### src/rtl/gsf_pkg.sv
package gsf_pkg;

   localparam int unsigned ByteWidth   = 8;
   localparam int unsigned KindWidth   = 2;
   localparam int unsigned ErrorWidth  = 2;
   localparam int unsigned RemainWidth = 17;

   localparam logic [ByteWidth-1:0] MaxLenReset = 8'd82;

   // frame kind tags
   localparam logic [KindWidth-1:0] KIND_DROPPED = 2'd0;
   localparam logic [KindWidth-1:0] KIND_ASCII   = 2'd1;
   localparam logic [KindWidth-1:0] KIND_BINARY  = 2'd2;

   // error codes
   localparam logic [ErrorWidth-1:0] ERR_NONE     = 2'd0;
   localparam logic [ErrorWidth-1:0] ERR_CHECKSUM = 2'd1;
   localparam logic [ErrorWidth-1:0] ERR_TOO_LONG = 2'd2;

   // special bytes
   localparam logic [ByteWidth-1:0] CHAR_DOLLAR   = 8'h24;
   localparam logic [ByteWidth-1:0] CHAR_STAR     = 8'h2A;
   localparam logic [ByteWidth-1:0] CHAR_LF       = 8'h0A;
   localparam logic [ByteWidth-1:0] SYNC_FIRST    = 8'hA0;
   localparam logic [ByteWidth-1:0] SYNC_SECOND   = 8'hA1;
   localparam logic [RemainWidth-1:0] BIN_EXTRA   = 17'd3;

   typedef struct packed {
      logic [ByteWidth-1:0]  out_byte;
      logic [KindWidth-1:0]  frame_kind;
      logic                  frame_start;
      logic                  frame_end;
      logic                  checksum_ok;
      logic [ErrorWidth-1:0] error_code;
   } result_type;

   // value of an uppercase hex digit, bit 4 set when not a digit
   function automatic logic [4:0] hex_value(input logic [ByteWidth-1:0] b);
      logic [4:0] v;
      v = 5'h10;
      if (b >= 8'h30 && b <= 8'h39) begin
         v = 5'(b - 8'h30);
      end else if (b >= 8'h41 && b <= 8'h46) begin
         v = 5'(b - 8'h37);
      end
      return v;
   endfunction

endpackage

### src/rtl/gnss_sentence_framer.sv
// GNSS byte-stream framer: every accepted request byte yields exactly one
// tagged response carrying the byte, its frame kind (dropped, NMEA sentence
// or A0 A1 binary frame), start/end flags, the checksum verdict on the line
// feed that closes a sentence and an error code (malformed or missing checksum,
// sentence too long). A byte is taken every cycle while req_stall is low; the
// framing state is updated as it is accepted and its response is registered
// in the output register, or in the one-entry skid register behind it, so the
// request side keeps flowing while one response waits and req_stall rises
// only when both are full. csr_data sets the longest sentence (reset 82);
// write it only while no request is outstanding.
module gnss_sentence_framer (
   input  logic                                clock,
   input  logic                                reset,
   // request channel
   input  logic                                req_valid,
   output logic                                req_stall,
   input  logic [gsf_pkg::ByteWidth-1:0]       req_rx_byte,
   // response channel
   output logic                                rsp_valid,
   input  logic                                rsp_stall,
   output logic [gsf_pkg::ByteWidth-1:0]       rsp_out_byte,
   output logic [gsf_pkg::KindWidth-1:0]       rsp_frame_kind,
   output logic                                rsp_frame_start,
   output logic                                rsp_frame_end,
   output logic                                rsp_checksum_ok,
   output logic [gsf_pkg::ErrorWidth-1:0]      rsp_error_code,
   // configuration write
   input  logic                                csr_valid,
   output logic                                csr_ready,
   input  logic [gsf_pkg::ByteWidth-1:0]       csr_data
);

   logic                              accept;
   logic                              out_free;
   gsf_pkg::result_type               result;
   gsf_pkg::result_type               out_ff, skid_ff;
   logic                              out_valid_ff, skid_valid_ff;
   logic [gsf_pkg::ByteWidth-1:0]     max_len_ff;

   // configuration register is always writable
   assign csr_ready = 1'b1;

   always_ff @(posedge clock) begin
      if (reset) begin
         max_len_ff <= gsf_pkg::MaxLenReset;
      end else if (csr_valid) begin
         max_len_ff <= csr_data;
      end
   end

   // stall only once the skid register is holding a response
   assign req_stall = skid_valid_ff;
   assign accept    = req_valid & ~skid_valid_ff;
   assign out_free  = ~out_valid_ff | ~rsp_stall;

   gsf_parser u_parser (
      .clock   (clock),
      .reset   (reset),
      .accept  (accept),
      .rx_byte (req_rx_byte),
      .max_len (max_len_ff),
      .result  (result)
   );

   // output register with skid behind it
   always_ff @(posedge clock) begin
      if (reset) begin
         out_valid_ff  <= 1'b0;
         skid_valid_ff <= 1'b0;
      end else if (out_free) begin
         if (skid_valid_ff) begin
            out_valid_ff  <= 1'b1;
            skid_valid_ff <= 1'b0;
         end else begin
            out_valid_ff  <= accept;
         end
      end else if (accept) begin
         skid_valid_ff <= 1'b1;
      end
   end

   always_ff @(posedge clock) begin
      if (out_free) begin
         if (skid_valid_ff) begin
            out_ff <= skid_ff;
         end else if (accept) begin
            out_ff <= result;
         end
      end else if (accept) begin
         skid_ff <= result;
      end
   end

   assign rsp_valid       = out_valid_ff;
   assign rsp_out_byte    = out_ff.out_byte;
   assign rsp_frame_kind  = out_ff.frame_kind;
   assign rsp_frame_start = out_ff.frame_start;
   assign rsp_frame_end   = out_ff.frame_end;
   assign rsp_checksum_ok = out_ff.checksum_ok;
   assign rsp_error_code  = out_ff.error_code;

endmodule

### src/rtl/gsf_parser.sv
module gsf_parser (
   input  logic                           clock,
   input  logic                           reset,
   input  logic                           accept,
   input  logic [gsf_pkg::ByteWidth-1:0]  rx_byte,
   input  logic [gsf_pkg::ByteWidth-1:0]  max_len,
   output gsf_pkg::result_type            result
);

   typedef enum logic [3:0] {
      PH_HUNT     = 4'd0,
      PH_SYNC     = 4'd1,
      PH_LEN_HI   = 4'd2,
      PH_LEN_LO   = 4'd3,
      PH_BIN_BODY = 4'd4,
      PH_TEXT     = 4'd5,
      PH_HEX_HI   = 4'd6,
      PH_HEX_LO   = 4'd7,
      PH_TAIL     = 4'd8
   } phase_type;

   phase_type                          phase_ff, phase_in, eff_phase;
   logic [gsf_pkg::ByteWidth-1:0]      xor_sum_ff, xor_sum_in;
   logic [gsf_pkg::ByteWidth-1:0]      hex_rx_ff, hex_rx_in;
   logic                               hex_fault_ff, hex_fault_in;
   logic [gsf_pkg::ByteWidth-1:0]      count_ff, count_in;
   logic [gsf_pkg::ByteWidth-1:0]      len_hi_ff, len_hi_in;
   logic [gsf_pkg::RemainWidth-1:0]    remain_ff, remain_in;
   logic [4:0]                         digit_raw;
   logic [3:0]                         digit;

   assign digit_raw = gsf_pkg::hex_value(rx_byte);
   assign digit     = digit_raw[4] ? 4'd0 : digit_raw[3:0];

   always_comb begin
      phase_in     = phase_ff;
      xor_sum_in   = xor_sum_ff;
      hex_rx_in    = hex_rx_ff;
      hex_fault_in = hex_fault_ff;
      count_in     = count_ff;
      len_hi_in    = len_hi_ff;
      remain_in    = remain_ff;
      result.out_byte    = rx_byte;
      result.frame_kind  = gsf_pkg::KIND_DROPPED;
      result.frame_start = 1'b0;
      result.frame_end   = 1'b0;
      result.checksum_ok = 1'b0;
      result.error_code  = gsf_pkg::ERR_NONE;

      // a failed sync falls back to hunting for this byte
      eff_phase = (phase_ff == PH_SYNC) ? PH_HUNT : phase_ff;

      if (phase_ff == PH_SYNC && rx_byte == gsf_pkg::SYNC_SECOND) begin
         result.frame_kind  = gsf_pkg::KIND_BINARY;
         result.frame_start = 1'b1;
         phase_in           = PH_LEN_HI;
      end else begin
         phase_in = eff_phase;
         unique case (eff_phase)
            PH_HUNT: begin
               priority if (rx_byte == gsf_pkg::CHAR_DOLLAR) begin
                  result.frame_kind  = gsf_pkg::KIND_ASCII;
                  result.frame_start = 1'b1;
                  xor_sum_in         = '0;
                  hex_rx_in          = '0;
                  hex_fault_in       = 1'b0;
                  count_in           = 8'd1;
                  if (max_len == '0) begin
                     result.frame_end  = 1'b1;
                     result.error_code = gsf_pkg::ERR_TOO_LONG;
                  end else begin
                     phase_in = PH_TEXT;
                  end
               end else if (rx_byte == gsf_pkg::SYNC_FIRST) begin
                  phase_in = PH_SYNC;
               end else begin
                  phase_in = PH_HUNT;
               end
            end
            PH_LEN_HI: begin
               result.frame_kind = gsf_pkg::KIND_BINARY;
               len_hi_in         = rx_byte;
               phase_in          = PH_LEN_LO;
            end
            PH_LEN_LO: begin
               result.frame_kind = gsf_pkg::KIND_BINARY;
               remain_in = {1'b0, len_hi_ff, rx_byte} + gsf_pkg::BIN_EXTRA;
               phase_in  = PH_BIN_BODY;
            end
            PH_BIN_BODY: begin
               result.frame_kind = gsf_pkg::KIND_BINARY;
               remain_in         = remain_ff - 17'd1;
               if (remain_in == '0) begin
                  result.frame_end = 1'b1;
                  phase_in         = PH_HUNT;
               end
            end
            PH_TEXT, PH_HEX_HI, PH_HEX_LO, PH_TAIL: begin
               result.frame_kind = gsf_pkg::KIND_ASCII;
               priority if (count_ff >= max_len) begin
                  result.frame_end  = 1'b1;
                  result.error_code = gsf_pkg::ERR_TOO_LONG;
                  phase_in          = PH_HUNT;
               end else begin
                  count_in = count_ff + 8'd1;
                  priority if (rx_byte == gsf_pkg::CHAR_LF) begin
                     result.frame_end = 1'b1;
                     if (eff_phase != PH_TAIL || hex_fault_ff) begin
                        result.error_code = gsf_pkg::ERR_CHECKSUM;
                     end else begin
                        result.checksum_ok = (xor_sum_ff == hex_rx_ff);
                     end
                     phase_in = PH_HUNT;
                  end else if (eff_phase == PH_TEXT) begin
                     if (rx_byte == gsf_pkg::CHAR_STAR) begin
                        phase_in = PH_HEX_HI;
                     end else begin
                        xor_sum_in = xor_sum_ff ^ rx_byte;
                     end
                  end else if (eff_phase == PH_HEX_HI) begin
                     hex_fault_in = hex_fault_ff | digit_raw[4];
                     hex_rx_in    = {digit, 4'd0};
                     phase_in     = PH_HEX_LO;
                  end else if (eff_phase == PH_HEX_LO) begin
                     hex_fault_in = hex_fault_ff | digit_raw[4];
                     hex_rx_in    = {hex_rx_ff[7:4], digit};
                     phase_in     = PH_TAIL;
                  end else begin
                     // trailing bytes such as carriage return pass unchecked
                     phase_in = PH_TAIL;
                  end
               end
            end
            default: begin
               phase_in = PH_HUNT;
            end
         endcase
      end
   end

   always_ff @(posedge clock) begin
      if (reset) begin
         phase_ff     <= PH_HUNT;
         xor_sum_ff   <= '0;
         hex_rx_ff    <= '0;
         hex_fault_ff <= 1'b0;
         count_ff     <= '0;
         len_hi_ff    <= '0;
         remain_ff    <= '0;
      end else if (accept) begin
         phase_ff     <= phase_in;
         xor_sum_ff   <= xor_sum_in;
         hex_rx_ff    <= hex_rx_in;
         hex_fault_ff <= hex_fault_in;
         count_ff     <= count_in;
         len_hi_ff    <= len_hi_in;
         remain_ff    <= remain_in;
      end
   end

endmodule

### config.mk
export PLATFORM = sky130hd
export DESIGN_NAME = gnss_sentence_framer
export DESIGN_NICKNAME = d
export VERILOG_FILES = /design/src/rtl/gsf_pkg.sv /design/src/rtl/gnss_sentence_framer.sv /design/src/rtl/gsf_parser.sv
export SDC_FILE = /design/constraint.sdc
export NUM_CORES = 1
export LEC_CHECK = 0
export ABC_AREA = 1
export BUFFER_PORTS_ARGS = -buffer_cell sky130_fd_sc_hd__clkbuf_2
export CAP_MARGIN = 10
export CORE_MARGIN = 4
export CORE_UTILIZATION = 40
export CTS_BUF_LIST = sky130_fd_sc_hd__clkbuf_4 sky130_fd_sc_hd__clkbuf_8
export DETAILED_ROUTE_END_ITERATION = 12
export HOLD_SLACK_MARGIN = 0.08
export PLACE_DENSITY = 0.66
export SETUP_SLACK_MARGIN = 0.05
export SLEW_MARGIN = 20
export SYNTH_ARGS = -nofsm -noshare
export SYNTH_HDL_FRONTEND = slang
export SYNTH_SLANG_ARGS = --single-unit
### constraint.sdc
create_clock -name clock -period 2.1 [get_ports clock]
set_input_delay 0.105 -clock clock [delete_from_list [all_inputs] [get_ports clock]]
set_output_delay 0.105 -clock clock [all_outputs]
set_load 0.005 [all_outputs]
* Word level (Yosys, flattened, before mapping)
Index checks and enable logic that the tools add are counted.
** Cells by class
- Eq/ne operators :: 23
- Bitwise operators :: 9
- $lt $le $gt $ge :: 5
- Add/sub/neg operators :: 5
- Muxes and demuxes :: 59
- Reduce and logical (&&, ||, !) cells :: 21
** Operators by type and width (number)
- $mux W8 :: 11
- $mux W4 :: 14
- $pmux W8 S2 :: 3
- $pmux W17 S2 :: 1
- $mux W15 :: 2
- $reduce_and A8 Y1 :: 3
- $pmux W4 S5 :: 1
- $add A16 B2 Y17 const B :: 1
- $logic_not A17 Y1 :: 1
- $sub A17 B1 Y17 const B :: 1
- $eq A4 B3 Y1 const B :: 4
- $eq A8 B6 Y1 const B :: 2
- $eq A8 B8 Y1 const B :: 2
- $mux W1 :: 16
- $mux W5 :: 2
- $sub A5 B5 Y5 const B :: 2
- $add A8 B1 Y8 const B :: 1
- $eq A4 B2 Y1 const B :: 2
- $eq A8 B4 Y1 const B :: 1
- $eq A8 B8 Y1 :: 1
- $ge A8 B6 Y1 const B :: 1
- $ge A8 B7 Y1 const B :: 1
- $ge A8 B8 Y1 :: 1
- $le A8 B6 Y1 const B :: 1
- 28 further kinds :: 47
** Word-level totals
- Register bits :: 94
- Output and inout port bits :: 18
- Input bits :: 21

* Logic depth before layout (Yosys ltp)
- Depth in word-level cells :: 11
- Gate-level depth with buffers :: 15
- Mapped depth without buffers :: 15

* Cells and area by module
From an unflattened synthesis, not the netlist that was laid out.
** Second synthesis, totals
- Cell total of the unflattened synthesis :: 770
- Area total of the unflattened synthesis :: 5532.8 µm²
** By module, submodules not included
- gsf_parser :: cells each 634, sequential area each 1081.0 µm², times used 1, area each 4027.6 µm²
- gnss_sentence_framer :: cells each 136, sequential area each 1101.1 µm², times used 1, area each 1505.2 µm²

* Worst setup path after synthesis
Ideal clock, no wire load.
- Path kind :: reg-to-reg
- From :: reg skid_valid_ff (netlist: req_stall)
- To :: reg skid_ff[0] (netlist bit), enable pin
- Cell stages (with the launch flop) :: 5
- Buffers on the path :: 1
- Clock period less this slack :: 1927 ps
- Arrival :: 1541 ps
- Setup slack :: 173 ps
- Path through :: dfxtp_1 clkbuf_1 nor2_1 inv_1 nor2_1
** On the way
- Longest elaborated chain between the ends :: 3
** RTL lines
- from (decl) :: line gnss_sentence_framer.sv:37 : logic out_valid_ff, skid_valid_ff;
- from (signal assigned) :: line gnss_sentence_framer.sv:69 : skid_valid_ff <= 1'b0;
- from (signal assigned) :: line gnss_sentence_framer.sv:73 : skid_valid_ff <= 1'b0;
- from (signal assigned) :: line gnss_sentence_framer.sv:78 : skid_valid_ff <= 1'b1;
- $not A1 Y1 :: line gnss_sentence_framer.sv:53 : assign accept = req_valid & ~skid_valid_ff;
- $and A1 B1 Y1 :: line gnss_sentence_framer.sv:53
- $reduce_and A2 Y1 (no line)
- to (signal assigned) :: line gnss_sentence_framer.sv:90 : skid_ff <= result;
- to (decl) :: line gnss_sentence_framer.sv:36 : gsf_pkg::result_type out_ff, skid_ff;
Every way passes these cells.
A chain may end at the register's enable or synchronous reset.

==> results.py <==
metrics = {
    "timing": {
        "setup_viol": 0,
        "finClkSkew_ns": 0.0105,
        "tightest_slew_ns": 0.564,
        "relSlewSlack": 0.620,
        "final-max-slew-violation-count": 0,
        "grt_setup_unrepaired": "true",
        "hold_violations": 0,
        "fin_crit_ns": 2.01,
        "post-route-period-util": 0.958,
        "fmax_mhz": 497,
        "hold_slack_ns": 0.123,
    },
    "detailed_routing": {
        "drt_first_pass_iters": 5,
        "drt_iter0_markers": 433,
        "drtAntennaViolNets": 0,
        "via_per_inst": 5.00,
        "drc": 0,
        "wl_um": 13900,
        "wl_per_cell_um": 13.8,
        "vias": 5042,
    },
    "global_routing": {
        "grt_max_degree": 29,
        "grt_pass1_vias": 4603,
        "grt_pass1_wl_um": 22700,
        "overflow": 0,
        "antenna_found_initial": 0,
        "grt_usage": 0.174,
    },
    "synthesis": {
        "yosysMostFrequentCell": "nand2_1",
        "syn_nets": 769,
        "yosys_warnings": 0,
        "synthFlopType": "dfxtp_1",
        "syn_area_mm2": 0.00543,
        "ys_seq_area_frac": 0.402,
        "syn-instance-count": 733,
        "synth_area_per_cell_um2": 7.41,
        "synth_top_area_share": 0.236,
        "ys_ff_latch": 94,
        "synthTopCellsByCount": "nand2_1, nor2_1, inv_1",
        "synth-edff-count": 30,
        "synth_area_leaders": "dfxtp_1, edfxtp_1, nand2_1",
        "ys_async_sr_fraction": 0,
        "yosysTopAreaCell": "dfxtp_1",
        "synth_cell_types": 49,
    },
    "pwr": {
        "p_total_mw": 3.63,
        "p_leak_nw": 2.95,
        "p_per_area_mw_per_mm2": 541,
        "vdd_ir_drop_max_mv": 0.237,
    },
    "clocking": {
        "cts_num_sinks": 94,
        "cts_root_buf": "clkbuf_8",
        "tritoncts": "built",
        "cts_made_buffers": 9,
        "path_clk_slew_ns": 0.09,
        "htreeDepth": 3,
        "clock_path_buffers": 2,
        "clk_latency_ns": 0.37,
    },
    "floorplanning": {
        "start_util": 0.409,
        "die_w_um": 125,
        "row_count": 42,
        "die_y_um": 125,
        "io_pins": 39,
        "die_area_mm2": 0.0155,
        "coreArea_mm2": 0.0133,
    },
    "placement": {
        "gp_congestion": 0.910,
        "port-buffer-count": 37,
        "dp_cells": 960,
        "place_hpwl_um": 10100,
    },
    "final_layout": {
        "drive_above_1_share": 0.249,
        "diodes": 0,
        "areaGrowthSynthToFinish_pct": 23.7,
        "final_net_count": 863,
        "instances_no_fill": 1008,
    },
    "critical_path": {
        "critPathArrivalTime_ns": 2.14,
        "required_ns": 2.23,
        "endpoint_kind": "flip-flop",
        "startpoint_type": "flip-flop",
        "worstSetupPathType": "reg2reg",
        "crit_fanout": 3,
    },
    "status": {
        "status": "completed",
    },
    "min_path": {
        "hold_class": "in2reg",
    },
    "job": {
        "maxCapViolations": 0,
    },
}
[worst max-delay path, stage by stage (launching register included)]
cell and delay (ns):
dfxtp_2 0.33, inv_2 0.08, ha_4 0.21, a21oi_2 0.12, nor2_1 0.06, a211oi_2 0.22, nand3_2 0.14, nand2_4 0.12
inv_1 0.06, a21oi_2 0.14, o211ai_1 0.16, nand2_1 0.10, nand2_1 0.05
[flip-flops by register name, indices dropped and copies added (netlist names)]
| register | cells |
|---|---|
| u_parser.remain_ff | 17 |
| u_parser.hex_rx_ff | 8 |
| skid_ff | 15 |
| req_stall | 1 |
| rsp_frame_start | 1 |
| rsp_valid | 1 |
| rsp_error_code | 2 |
| u_parser.phase_ff | 4 |
| rsp_frame_kind | 2 |
| rsp_frame_end | 1 |
| max_len_ff | 8 |
| u_parser.len_hi_ff | 8 |
| u_parser.count_ff | 8 |
| rsp_checksum_ok | 1 |
| u_parser.xor_sum_ff | 8 |
| u_parser.hex_fault_ff | 1 |
| rsp_out_byte | 8 |
[per-stage QoR]
stage                     TNS [ns]  setup WS (ns)  instance area, µm²   util
after floorplan                  0          0.173                5430      -
after global placement           0         0.0550                5980  0.450
after detailed placement         0         0.0205                5980  0.450
after CTS                        0         0.0277                6410  0.482
after global routing        -0.182        -0.0574                6720  0.505
final                            0         0.0889                6720  0.505
[path summary, 6_finish.rpt]
kind / start / endpoint / slack, ns / cells after the start
worst max-delay path: max_len_ff[5] / rsp_frame_end / 0.09 / 12
worst min-delay path: csr_valid / max_len_ff[0] / 0.12 / 3
worst max register to register: max_len_ff[5] / rsp_frame_end / 0.09 / 12
worst min register to register: u_parser.hex_fault_ff / u_parser.hex_fault_ff / 0.48 / 2
[layout make-up]
type | instances | area (µm²)
multi-input combinational | 525 | 2990
clock inverter | 5 | 60.1
timing repair buffer | 101 | 734
fill | 1250 | 6580
clock buffer | 11 | 139
inverter | 96 | 378
sequential | 94 | 2190
tap | 176 | 220
[logic make-up (layout without fill, tap and decap cells)]
kind of cell             Yosys count  count (layout)  share of synthesized area
adder cells (fa/ha/maj)           15              15                     0.0346
AO/OA/AOI/OAI                    128             128                      0.134
flip-flops                        94              94                      0.402
AND/OR/NAND/NOR                  361             361                      0.310
multiplexers                       1               1                    0.00184
XOR/XNOR                          19              19                     0.0306
other                              1               1                   0.000690
buffers and inverters            114             213                     0.0864
[routing by layer]
layer / share of wire / global-route usage / routed length, µm
met3: 0.042 / 0.0197 / 587
met1: 0.48 / 0.247 / 6680
met5: 0 / 0 / 0
met4: 0.013 / 0.0529 / 180
met2: 0.46 / 0.280 / 6440
[cells in the final DEF, fill, tap and decap left out, types with 5 or more instances in the layout]
| cell | instances |
|---|---|
| nand2_1 | 154 |
| inv_1 | 76 |
| nor2_1 | 74 |
| dfxtp_1 | 54 |
| o21ai_0 | 48 |
| buf_4 | 42 |
| nand3_1 | 40 |
| a21oi_1 | 36 |
| clkbuf_2 | 35 |
| edfxtp_1 | 30 |
| dlygate4sd3_1 | 19 |
| inv_2 | 16 |
| nand4_1 | 16 |
| xor2_1 | 15 |
| nand2_2 | 13 |
| nor2_2 | 13 |
| o211ai_1 | 11 |
| a21oi_2 | 10 |
| ha_1 | 10 |
| dfxtp_2 | 10 |
| nor2_4 | 9 |
| nor3_1 | 9 |
| clkbuf_8 | 9 |
| o21ai_1 | 8 |
| nand3_2 | 7 |
| or2_2 | 5 |
| a31oi_1 | 5 |
| ha_4 | 5 |
[power breakdown]
| group | switching (mW) | leakage, nW | internal (mW) |
|---|---|---|---|
| Combinational | 0.284 | 2.04 | 0.177 |
| Clock | 0.639 | 0.100 | 0.580 |
| Sequential | 0.0259 | 0.809 | 1.93 |
| Total | 0.949 | 2.95 | 2.68 |
[repair_timing]
item | in CTS | in global routing
setup buffers | 0 | 12
pin swaps | 5 | 30
hold endpoints to repair | 13 | 0
resized for setup | 11 | 67
hold buffers | 20 | 0
setup endpoints to repair | 6 | 44
Note: power is estimated with default switching activity, not from simulation.
